**config.mk**
```make
export PLATFORM = sky130hd
export DESIGN_NAME = scancode_set1_to_ascii_flat
export DESIGN_NICKNAME = d
export VERILOG_FILES = /design/src/hdl/scs1a_pkg.sv /design/src/hdl/scs1a_if.sv /design/src/hdl/scancode_set1_to_ascii.sv /design/src/hdl/scs1a_decode.sv /design/src/flat_wrapper.sv
export SDC_FILE = /design/constraint.sdc
export NUM_CORES = 1
export LEC_CHECK = 0
export BUFFER_PORTS_ARGS = -buffer_cell sky130_fd_sc_hd__buf_2
export CAP_MARGIN = 20
export CELL_PAD_IN_SITES_DETAIL_PLACEMENT = 1
export CELL_PAD_IN_SITES_GLOBAL_PLACEMENT = 1
export CORE_MARGIN = 10
export CORE_UTILIZATION = 41
export CTS_CLUSTER_SIZE = 24
export DETAILED_ROUTE_END_ITERATION = 6
export PLACE_DENSITY = 0.87
export SKIP_CTS_REPAIR_TIMING = 1
export SLEW_MARGIN = 20
export SYNTH_ARGS = -nofsm -noshare
export SYNTH_HDL_FRONTEND = slang
export SYNTH_SLANG_ARGS = --single-unit
```
**constraint.sdc**
```tcl
create_clock -name clk_i -period 3.8 [get_ports clk_i]
set_input_delay 0 -clock clk_i [delete_from_list [all_inputs] [get_ports clk_i]]
set_output_delay 0 -clock clk_i [all_outputs]
set_load 0.1 [all_outputs]
```
**src/hdl/scs1a_pkg.sv**
```systemverilog
`timescale 1ns / 1ps

package scs1a_pkg;

  localparam logic [7:0] PREFIX_BYTE = 8'hE0;

  localparam logic [6:0] CODE_LSHIFT = 7'h2A;
  localparam logic [6:0] CODE_RSHIFT = 7'h36;
  localparam logic [6:0] CODE_CTRL   = 7'h1D;
  localparam logic [6:0] CODE_ALT    = 7'h38;
  localparam logic [6:0] CODE_CAPS   = 7'h3A;
  localparam logic [6:0] CODE_NUM    = 7'h45;
  localparam logic [6:0] CODE_SCROLL = 7'h46;
  localparam logic [6:0] CODE_LAST_CHAR = 7'h3F;

  localparam int unsigned MOD_W = 9;

  localparam int unsigned M_LSHIFT = 0;
  localparam int unsigned M_RSHIFT = 1;
  localparam int unsigned M_LCTRL  = 2;
  localparam int unsigned M_RCTRL  = 3;
  localparam int unsigned M_LALT   = 4;
  localparam int unsigned M_RALT   = 5;
  localparam int unsigned M_CAPS   = 6;
  localparam int unsigned M_NUM    = 7;
  localparam int unsigned M_SCROLL = 8;

  localparam logic [6:0] CHAR_LOW_A = 7'h61;
  localparam logic [6:0] CHAR_LOW_Z = 7'h7A;
  localparam logic [6:0] CHAR_UP_A  = 7'h41;
  localparam logic [6:0] CHAR_UP_Z  = 7'h5A;

  localparam logic [6:0] PLAIN_MAP [64] = '{
    7'h00, 7'h1B, 7'h31, 7'h32, 7'h33, 7'h34, 7'h35, 7'h36,
    7'h37, 7'h38, 7'h39, 7'h30, 7'h2D, 7'h3D, 7'h08, 7'h09,
    7'h71, 7'h77, 7'h65, 7'h72, 7'h74, 7'h79, 7'h75, 7'h69,
    7'h6F, 7'h70, 7'h5B, 7'h5D, 7'h0A, 7'h00, 7'h61, 7'h73,
    7'h64, 7'h66, 7'h67, 7'h68, 7'h6A, 7'h6B, 7'h6C, 7'h3B,
    7'h27, 7'h60, 7'h00, 7'h5C, 7'h7A, 7'h78, 7'h63, 7'h76,
    7'h62, 7'h6E, 7'h6D, 7'h2C, 7'h2E, 7'h2F, 7'h00, 7'h2A,
    7'h00, 7'h20, 7'h00, 7'h00, 7'h00, 7'h00, 7'h00, 7'h00
  };

  localparam logic [6:0] UPPER_MAP [64] = '{
    7'h00, 7'h1B, 7'h21, 7'h40, 7'h23, 7'h24, 7'h25, 7'h5E,
    7'h26, 7'h2A, 7'h28, 7'h29, 7'h5F, 7'h2B, 7'h08, 7'h09,
    7'h51, 7'h57, 7'h45, 7'h52, 7'h54, 7'h59, 7'h55, 7'h49,
    7'h4F, 7'h50, 7'h7B, 7'h7D, 7'h0A, 7'h00, 7'h41, 7'h53,
    7'h44, 7'h46, 7'h47, 7'h48, 7'h4A, 7'h4B, 7'h4C, 7'h3A,
    7'h22, 7'h7E, 7'h00, 7'h7C, 7'h5A, 7'h58, 7'h43, 7'h56,
    7'h42, 7'h4E, 7'h4D, 7'h3C, 7'h3E, 7'h3F, 7'h00, 7'h2A,
    7'h00, 7'h20, 7'h00, 7'h00, 7'h00, 7'h00, 7'h00, 7'h00
  };

  typedef struct packed {
    logic [6:0]       key_code;
    logic             is_release;
    logic             ext_flag;
    logic [MOD_W-1:0] modifier_snapshot;
    logic [6:0]       ascii_char;
    logic             led_write;
    logic [2:0]       led_value;
  } event_t;

endpackage

```
**src/hdl/scs1a_if.sv**
```systemverilog
`timescale 1ns / 1ps

interface scs1a_byte_if;
  logic       valid;
  logic       ready;
  logic [7:0] scan_byte;

  modport source (output valid, output scan_byte, input ready);
  modport sink (input valid, input scan_byte, output ready);
endinterface

interface scs1a_event_if;
  logic       valid;
  logic       ready;
  logic [6:0] key_code;
  logic       is_release;
  logic       ext_flag;
  logic [8:0] modifier_snapshot;
  logic [6:0] ascii_char;
  logic       led_write;
  logic [2:0] led_value;

  modport source (
    output valid, output key_code, output is_release, output ext_flag,
    output modifier_snapshot, output ascii_char, output led_write, output led_value,
    input ready
  );
  modport sink (
    input valid, input key_code, input is_release, input ext_flag,
    input modifier_snapshot, input ascii_char, input led_write, input led_value,
    output ready
  );
endinterface

```
**src/hdl/scancode_set1_to_ascii.sv**
```systemverilog
`timescale 1ns / 1ps

// PS/2 set-1 scancode decoder.
// scan_i carries raw keyboard bytes; event_o carries one decoded key event
// per byte, except the 0xE0 prefix, which only marks the next byte extended.
// Both channels use valid/ready; an item moves when both are high.
// Each byte is registered in the input register at acceptance, then decoded
// against the modifier state once the event register is free; the event is
// registered there and shown on event_o. Throughput is one byte per cycle
// while event_o is not stalled, set by the input register and the event
// register, with two table lookups and a flag update between them.
// The modifier state updates as each non-prefix byte leaves the input register, so
// events always reflect the byte order.
// While event_o is stalled the event register holds; the input register
// still drains prefix bytes, and scan_i ready drops once a decoded byte is
// waiting behind the held event.
// Reset clears the extended flag, all modifier and lock bits, and both
// valid flags.
module scancode_set1_to_ascii (
  input  logic                 clk_i,
  input  logic                 rst_ni,
  scs1a_byte_if.sink           scan_i,
  scs1a_event_if.source        event_o
);

  logic                          in_valid_q;
  logic [7:0]                    in_byte_q;
  logic                          ext_q;
  logic [scs1a_pkg::MOD_W-1:0]   mods_q;
  logic [scs1a_pkg::MOD_W-1:0]   mods_d;
  logic                          out_valid_q;
  scs1a_pkg::event_t             evt_d;
  scs1a_pkg::event_t             evt_q;

  logic in_is_prefix;
  logic out_free;
  logic s1_fire;
  logic in_ready;

  assign in_is_prefix = (in_byte_q == scs1a_pkg::PREFIX_BYTE);
  assign out_free     = !out_valid_q || event_o.ready;
  assign s1_fire      = in_valid_q && (in_is_prefix || out_free);
  assign in_ready     = !in_valid_q || s1_fire;
  assign scan_i.ready = in_ready;

  scs1a_decode u_decode (
    .scan_byte_i (in_byte_q),
    .ext_i       (ext_q),
    .mods_i      (mods_q),
    .event_o     (evt_d),
    .mods_o      (mods_d)
  );

  always_ff @(posedge clk_i or negedge rst_ni) begin
    if (!rst_ni) begin
      in_valid_q  <= 1'b0;
      ext_q       <= 1'b0;
      mods_q      <= '0;
      out_valid_q <= 1'b0;
    end else begin
      if (in_ready) begin
        in_valid_q <= scan_i.valid;
      end
      if (s1_fire) begin
        if (in_is_prefix) begin
          ext_q <= 1'b1;
        end else begin
          ext_q  <= 1'b0;
          mods_q <= mods_d;
        end
      end
      if (s1_fire && !in_is_prefix) begin
        out_valid_q <= 1'b1;
      end else if (event_o.ready) begin
        out_valid_q <= 1'b0;
      end
    end
  end

  always_ff @(posedge clk_i) begin
    if (in_ready && scan_i.valid) begin
      in_byte_q <= scan_i.scan_byte;
    end
    if (s1_fire && !in_is_prefix) begin
      evt_q <= evt_d;
    end
  end

  assign event_o.valid             = out_valid_q;
  assign event_o.key_code          = evt_q.key_code;
  assign event_o.is_release        = evt_q.is_release;
  assign event_o.ext_flag          = evt_q.ext_flag;
  assign event_o.modifier_snapshot = evt_q.modifier_snapshot;
  assign event_o.ascii_char        = evt_q.ascii_char;
  assign event_o.led_write         = evt_q.led_write;
  assign event_o.led_value         = evt_q.led_value;

`ifndef SYNTH
  a_led_on_lock: assert property (@(posedge clk_i) disable iff (!rst_ni)
    out_valid_q && evt_q.led_write |->
      (evt_q.key_code == scs1a_pkg::CODE_CAPS) ||
      (evt_q.key_code == scs1a_pkg::CODE_NUM) ||
      (evt_q.key_code == scs1a_pkg::CODE_SCROLL))
    else $error("led write on a non-lock key");

  a_ascii_press_only: assert property (@(posedge clk_i) disable iff (!rst_ni)
    out_valid_q && (evt_q.ascii_char != 7'h00) |->
      !evt_q.is_release && !evt_q.ext_flag)
    else $error("ascii given on release or extended key");

  a_led_tracks_state: assert property (@(posedge clk_i) disable iff (!rst_ni)
    s1_fire && !in_is_prefix |=>
      evt_q.led_value == {mods_q[scs1a_pkg::M_CAPS], mods_q[scs1a_pkg::M_NUM],
                          mods_q[scs1a_pkg::M_SCROLL]})
    else $error("led value differs from lock state");

  a_ext_cleared: assert property (@(posedge clk_i) disable iff (!rst_ni)
    s1_fire && !in_is_prefix |=> !ext_q)
    else $error("extended flag not cleared after a key item");
`endif

endmodule

```
**src/hdl/scs1a_decode.sv**
```systemverilog
`timescale 1ns / 1ps

module scs1a_decode (
  input  logic [7:0]                    scan_byte_i,
  input  logic                          ext_i,
  input  logic [scs1a_pkg::MOD_W-1:0]   mods_i,
  output scs1a_pkg::event_t             event_o,
  output logic [scs1a_pkg::MOD_W-1:0]   mods_o
);

  logic [6:0] code;
  logic       rel;
  logic       led;
  logic [5:0] idx;
  logic [6:0] base;
  logic [6:0] upper;
  logic       shift;
  logic [6:0] ascii;

  assign code = scan_byte_i[6:0];
  assign rel  = scan_byte_i[7];
  assign idx  = code[5:0];

  always_comb begin
    mods_o = mods_i;
    led    = 1'b0;
    case (code)
      scs1a_pkg::CODE_LSHIFT: mods_o[scs1a_pkg::M_LSHIFT] = !rel;
      scs1a_pkg::CODE_RSHIFT: mods_o[scs1a_pkg::M_RSHIFT] = !rel;
      scs1a_pkg::CODE_CTRL: begin
        if (ext_i) begin
          mods_o[scs1a_pkg::M_RCTRL] = !rel;
        end else begin
          mods_o[scs1a_pkg::M_LCTRL] = !rel;
        end
      end
      scs1a_pkg::CODE_ALT: begin
        if (ext_i) begin
          mods_o[scs1a_pkg::M_RALT] = !rel;
        end else begin
          mods_o[scs1a_pkg::M_LALT] = !rel;
        end
      end
      scs1a_pkg::CODE_CAPS: begin
        mods_o[scs1a_pkg::M_CAPS] = mods_i[scs1a_pkg::M_CAPS] ^ !rel;
        led = 1'b1;
      end
      scs1a_pkg::CODE_NUM: begin
        mods_o[scs1a_pkg::M_NUM] = mods_i[scs1a_pkg::M_NUM] ^ !rel;
        led = 1'b1;
      end
      scs1a_pkg::CODE_SCROLL: begin
        mods_o[scs1a_pkg::M_SCROLL] = mods_i[scs1a_pkg::M_SCROLL] ^ !rel;
        led = 1'b1;
      end
      default: ;
    endcase
  end

  always_comb begin
    base  = scs1a_pkg::PLAIN_MAP[idx];
    upper = scs1a_pkg::UPPER_MAP[idx];
    shift = mods_i[scs1a_pkg::M_LSHIFT] | mods_i[scs1a_pkg::M_RSHIFT];
    if (mods_i[scs1a_pkg::M_CAPS] &&
        (base inside {[scs1a_pkg::CHAR_LOW_A:scs1a_pkg::CHAR_LOW_Z],
                      [scs1a_pkg::CHAR_UP_A:scs1a_pkg::CHAR_UP_Z]})) begin
      shift = !shift;
    end
    if (rel || ext_i || (code > scs1a_pkg::CODE_LAST_CHAR)) begin
      ascii = 7'h00;
    end else if (shift && (upper != 7'h00)) begin
      ascii = upper;
    end else begin
      ascii = base;
    end
  end

  always_comb begin
    event_o.key_code          = code;
    event_o.is_release        = rel;
    event_o.ext_flag          = ext_i;
    event_o.modifier_snapshot = mods_i;
    event_o.ascii_char        = ascii;
    event_o.led_write         = led;
    event_o.led_value         = {mods_o[scs1a_pkg::M_CAPS], mods_o[scs1a_pkg::M_NUM],
                                 mods_o[scs1a_pkg::M_SCROLL]};
  end

endmodule
```
**src/flat_wrapper.sv**
```systemverilog
// flat-port wrapper written by rule: the top's interface ports become plain ports
module scancode_set1_to_ascii_flat 
  (clk_i, rst_ni, scan_i_valid, scan_i_scan_byte, scan_i_ready, event_o_valid, event_o_key_code, event_o_is_release, event_o_ext_flag, event_o_modifier_snapshot, event_o_ascii_char, event_o_led_write, event_o_led_value, event_o_ready);
  scs1a_byte_if scan_i_i ();
  scs1a_event_if event_o_i ();
  input  logic clk_i;
  input  logic rst_ni;
  input wire logic [$bits(scan_i_i.valid)-1:0] scan_i_valid;
  input wire logic [$bits(scan_i_i.scan_byte)-1:0] scan_i_scan_byte;
  output wire logic [$bits(scan_i_i.ready)-1:0] scan_i_ready;
  output wire logic [$bits(event_o_i.valid)-1:0] event_o_valid;
  output wire logic [$bits(event_o_i.key_code)-1:0] event_o_key_code;
  output wire logic [$bits(event_o_i.is_release)-1:0] event_o_is_release;
  output wire logic [$bits(event_o_i.ext_flag)-1:0] event_o_ext_flag;
  output wire logic [$bits(event_o_i.modifier_snapshot)-1:0] event_o_modifier_snapshot;
  output wire logic [$bits(event_o_i.ascii_char)-1:0] event_o_ascii_char;
  output wire logic [$bits(event_o_i.led_write)-1:0] event_o_led_write;
  output wire logic [$bits(event_o_i.led_value)-1:0] event_o_led_value;
  input wire logic [$bits(event_o_i.ready)-1:0] event_o_ready;
  assign scan_i_i.valid = scan_i_valid;
  assign scan_i_i.scan_byte = scan_i_scan_byte;
  assign scan_i_ready = scan_i_i.ready;
  assign event_o_valid = event_o_i.valid;
  assign event_o_key_code = event_o_i.key_code;
  assign event_o_is_release = event_o_i.is_release;
  assign event_o_ext_flag = event_o_i.ext_flag;
  assign event_o_modifier_snapshot = event_o_i.modifier_snapshot;
  assign event_o_ascii_char = event_o_i.ascii_char;
  assign event_o_led_write = event_o_i.led_write;
  assign event_o_led_value = event_o_i.led_value;
  assign event_o_i.ready = event_o_ready;
  scancode_set1_to_ascii u_core (.clk_i(clk_i), .rst_ni(rst_ni), .scan_i(scan_i_i), .event_o(event_o_i));
endmodule
```
==> key figures <==
STA
  • Period Utilization, post-route: 91.4%
  • RSZ-0062 raised after global routing: false
  • FMAX: 288 MHz
  • Max-slew headroom at the worst pin: 55.3%
  • Worst Skew: 0.0108 ns
  • TNS Setup: 0 ns
  • Final setup fails: 0
  • Max-slew violation count: 0
  • Worst-Margin Slew: 0.663 ns
  • Tmin final: 3.47 ns
  • Final hold violations: 0
  • Worst Hold Margin: 0.0418 ns
  • Fin worst setup slack: 0.326 ns

Place
  • DP HPWL: 7.03 mm
  • Setup WS pre-CTS: 0.352 ns
  • GPL Wtd Cong: 0.932
  • Number of port buffers: 42

Drt
  • DR vias/cell: 5.69
  • Starting DRT DRC Count: 215
  • Total Wirelength: 9.45 mm
  • Total number of vias: 2736
  • # DRC: 0
  • Drt first pass iters: 4
  • DR WL/cell: 19.6 um
  • Post-DRT Antenna Nets: 0

CTS
  • Number of CTS-inserted buffers: 5
  • CTS max path bufs: 2
  • CTS sink cnt: 49
  • CTS tree: done
  • CTS clock-pin slew for the worst setup and hold paths: 0.09 ns
  • Deepest level of the CTS H-tree: 2
  • Worst-Skew Late Latency: 0.30 ns
  • Clk root buf: clkbuf_8

Final layout
  • Layout cells sized above 1: 23.0%
  • P&R area growth vs syn: 17.9%
  • Ant. Diodes: 0
  • Register Area: 0.00141 mm2
  • Fillers: 868
  • Final Core Density: 49.1%
  • Fin nets: 404
  • Area of the multi-input gates: 0.00163 mm2

Synth
  • Synth top cells by count: edfxtp_1, nand2_1, nor2_1
  • Yosys warns: 0
  • Syn Area/Cell: 9.89 um2
  • Post-synth cell types: 57
  • Synth Cell Area: 0.00318 mm2
  • Sequential fraction of the synthesis area: 44.3%
  • Asr flop ratio synth: 24.5%
  • Net count after synthesis: 348
  • Synth top area cells: edfxtp_1, dfrtp_1, ha_1, nand2_1, nand2b_1
  • Post-synth EDFFs: 37
  • Yosys top cell by area: edfxtp_1
  • Flops & latches, synth: 49
  • Synth top area share: 34.9%
  • Most common cell in the netlist: edfxtp_1
  • Cells after synthesis: 322
  • Synth Flop Type: edfxtp_1

Global route
  • Vias in the first global route: 2824
  • First-pass GRT wire length: 15.1 mm
  • Gr ovfl total: 0
  • Total GRT Usage: 16.0%
  • Antenna violations before repair: 0
  • Largest net degree at the start of global routing: 47

Power and ir drop
  • Power density over the cells: 410 mW/mm2
  • Worst vdd ir: 0.240 mV
  • Tot Pwr: 1.54 mW
  • Leak Pwr: 1.52 nW

Setup path
  • Crit-path leading delay family: compound AO/OA/AOI/OAI gates
  • Worst setup SP type: flip-flop
  • Reg2reg path depth: 10
  • Buffers plus inverters on the worst setup path: 1
  • Data arrival, critical path: 3.53 ns
  • Reg2Reg Setup Slack: 0.33 ns
  • WS Path Type: reg -> reg
  • Peak fanout along the critical path: 10
  • Worst path cell trace: inv_1, ha_1, nor2b_1, a2111oi_0, a311o_1, or3_1, a21o_1, a211oi_2, mux2i_4, mux2_4
  • Critical path's largest stage delay: 0.41 ns
  • Slowest CP cell: a211oi_2
  • CP Data Required Time: 3.85 ns
  • Crit end category: flip-flop
  • Worst R2R End: u_core.event_o.ascii_char[4]$_SDFFCE_PP0P_
  • Crit Reg-Reg Startpoint: u_core.in_byte_q[0]$_DFFE_PP_

Job
  • Max-cap violations: 0

Min path
  • Hold EP: u_core.event_o.valid$_DFFE_PN0P_
  • Hold path cells: 3
  • Hold crit path type: in -> reg
  • Worst hold path startpoint: event_o_ready

Die
  • Die Wd: 108 um
  • I/O pin count: 43
  • Row Count: 32
  • Initial Utilization: 41.6%
  • Core area: 0.00765 mm2
  • Die Footprint: 0.0117 mm2
  • Die Y-Extent: 108 um

Outcome
  • Status: finished clean
==> logic make-up after synthesis <==
logic type | Yosys count | share of synthesized area, %
simple gates | 129 | 21.5
compound gates | 79 | 17.4
flops | 49 | 44.3
buf+inv | 31 | 4.72
fa+ha+maj | 14 | 5.50
mux | 12 | 4.40
xor+xnor | 8 | 2.20
==> registers in the layout, indices dropped and copies added (netlist names), 3 cells and up <==
signal and flops:
u_core.event_o.key_code 7, u_core.event_o.modifier_snapshot 9, u_core.mods_q 9, u_core.event_o.ascii_char 7, u_core.in_byte_q 8, u_core.event_o.led_value 3
==> metal layers <==
metal | GRT usage (%) | vias to the layer above | part of all wire [%]
li1 | - | 1308 | -
met1 | 20.5 | 1336 | 42
met2 | 26.9 | 86 | 50
met3 | 3.93 | 6 | 7.7
met4 | 2.77 | 0 | 0.86
met5 | 0 | - | 0
==> final cells by class <==
cell class / instances / share of cell area [%]
multi-input combinational: 242 / 43.3
sequential: 49 / 37.6
timing repair buffer: 72 / 12.6
tap: 102 / 3.40
clock buffer: 6 / 1.93
inverter: 8 / 0.800
clock inverter: 2 / 0.400
==> placed cells by master (no fill, tap or decap), types with 4 or more instances in the layout <==
cell           count
xor2_1             4
inv_1              8
dlygate4sd3_1     10
and3_1             5
ha_1              14
mux2i_1            8
a311oi_1           4
nand2_1           29
o31ai_1            5
buf_4             19
o21ai_0           19
nor2_1            23
a21oi_1           14
clkbuf_8           5
nor2b_1            4
nand3b_1           6
buf_2             42
xnor2_1            4
nand3_1            7
nand2b_1          17
nor4_1             4
nor3_1            12
nor3b_1            4
edfxtp_1          37
dfrtp_1           12
a211oi_1           5
==> worst max-delay path by stage <==
| stage | startpoint | cells after the start | end |
|---|---|---|---|
| global route | u_core.in_byte_q[0]$_DFFE_PP_ | 11 | u_core.event_o.ascii_char[5]$_SDFFCE_PP0P_ |
| CTS | u_core.in_byte_q[0]$_DFFE_PP_ | 11 | u_core.event_o.ascii_char[3]$_SDFFCE_PP0P_ |
| floorplan | u_core.in_byte_q[1]$_DFFE_PP_ | 11 | u_core.event_o.ascii_char[4]$_SDFFCE_PP0P_ |
| global placement | u_core.in_byte_q[0]$_DFFE_PP_ | 10 | u_core.event_o.ascii_char[4]$_SDFFCE_PP0P_ |
| detailed placement | u_core.in_byte_q[0]$_DFFE_PP_ | 10 | u_core.event_o.ascii_char[4]$_SDFFCE_PP0P_ |
| finish | u_core.in_byte_q[0]$_DFFE_PP_ | 10 | u_core.event_o.ascii_char[4]$_SDFFCE_PP0P_ |
==> worst min-delay path, delay by kind of cell <==
family          cells  cell delay, ns
simple gates        1            0.13
compound gates      1            0.09
buf+inv             1            0.07
==> metrics by stage <==
step,std cells,area [um2]
global placement,463,3570
floorplan,322,3190
detailed placement,463,3570
global route,481,3750
finish,481,3750
CTS,471,3650
==> power by group <==
group          total (mW)  switching (mW)  internal (mW)
registers           0.665          0.0286          0.636
logic               0.574           0.428          0.146
clock network       0.299           0.170          0.130
total                1.54           0.626          0.912
(Power assumes the default switching activity.)
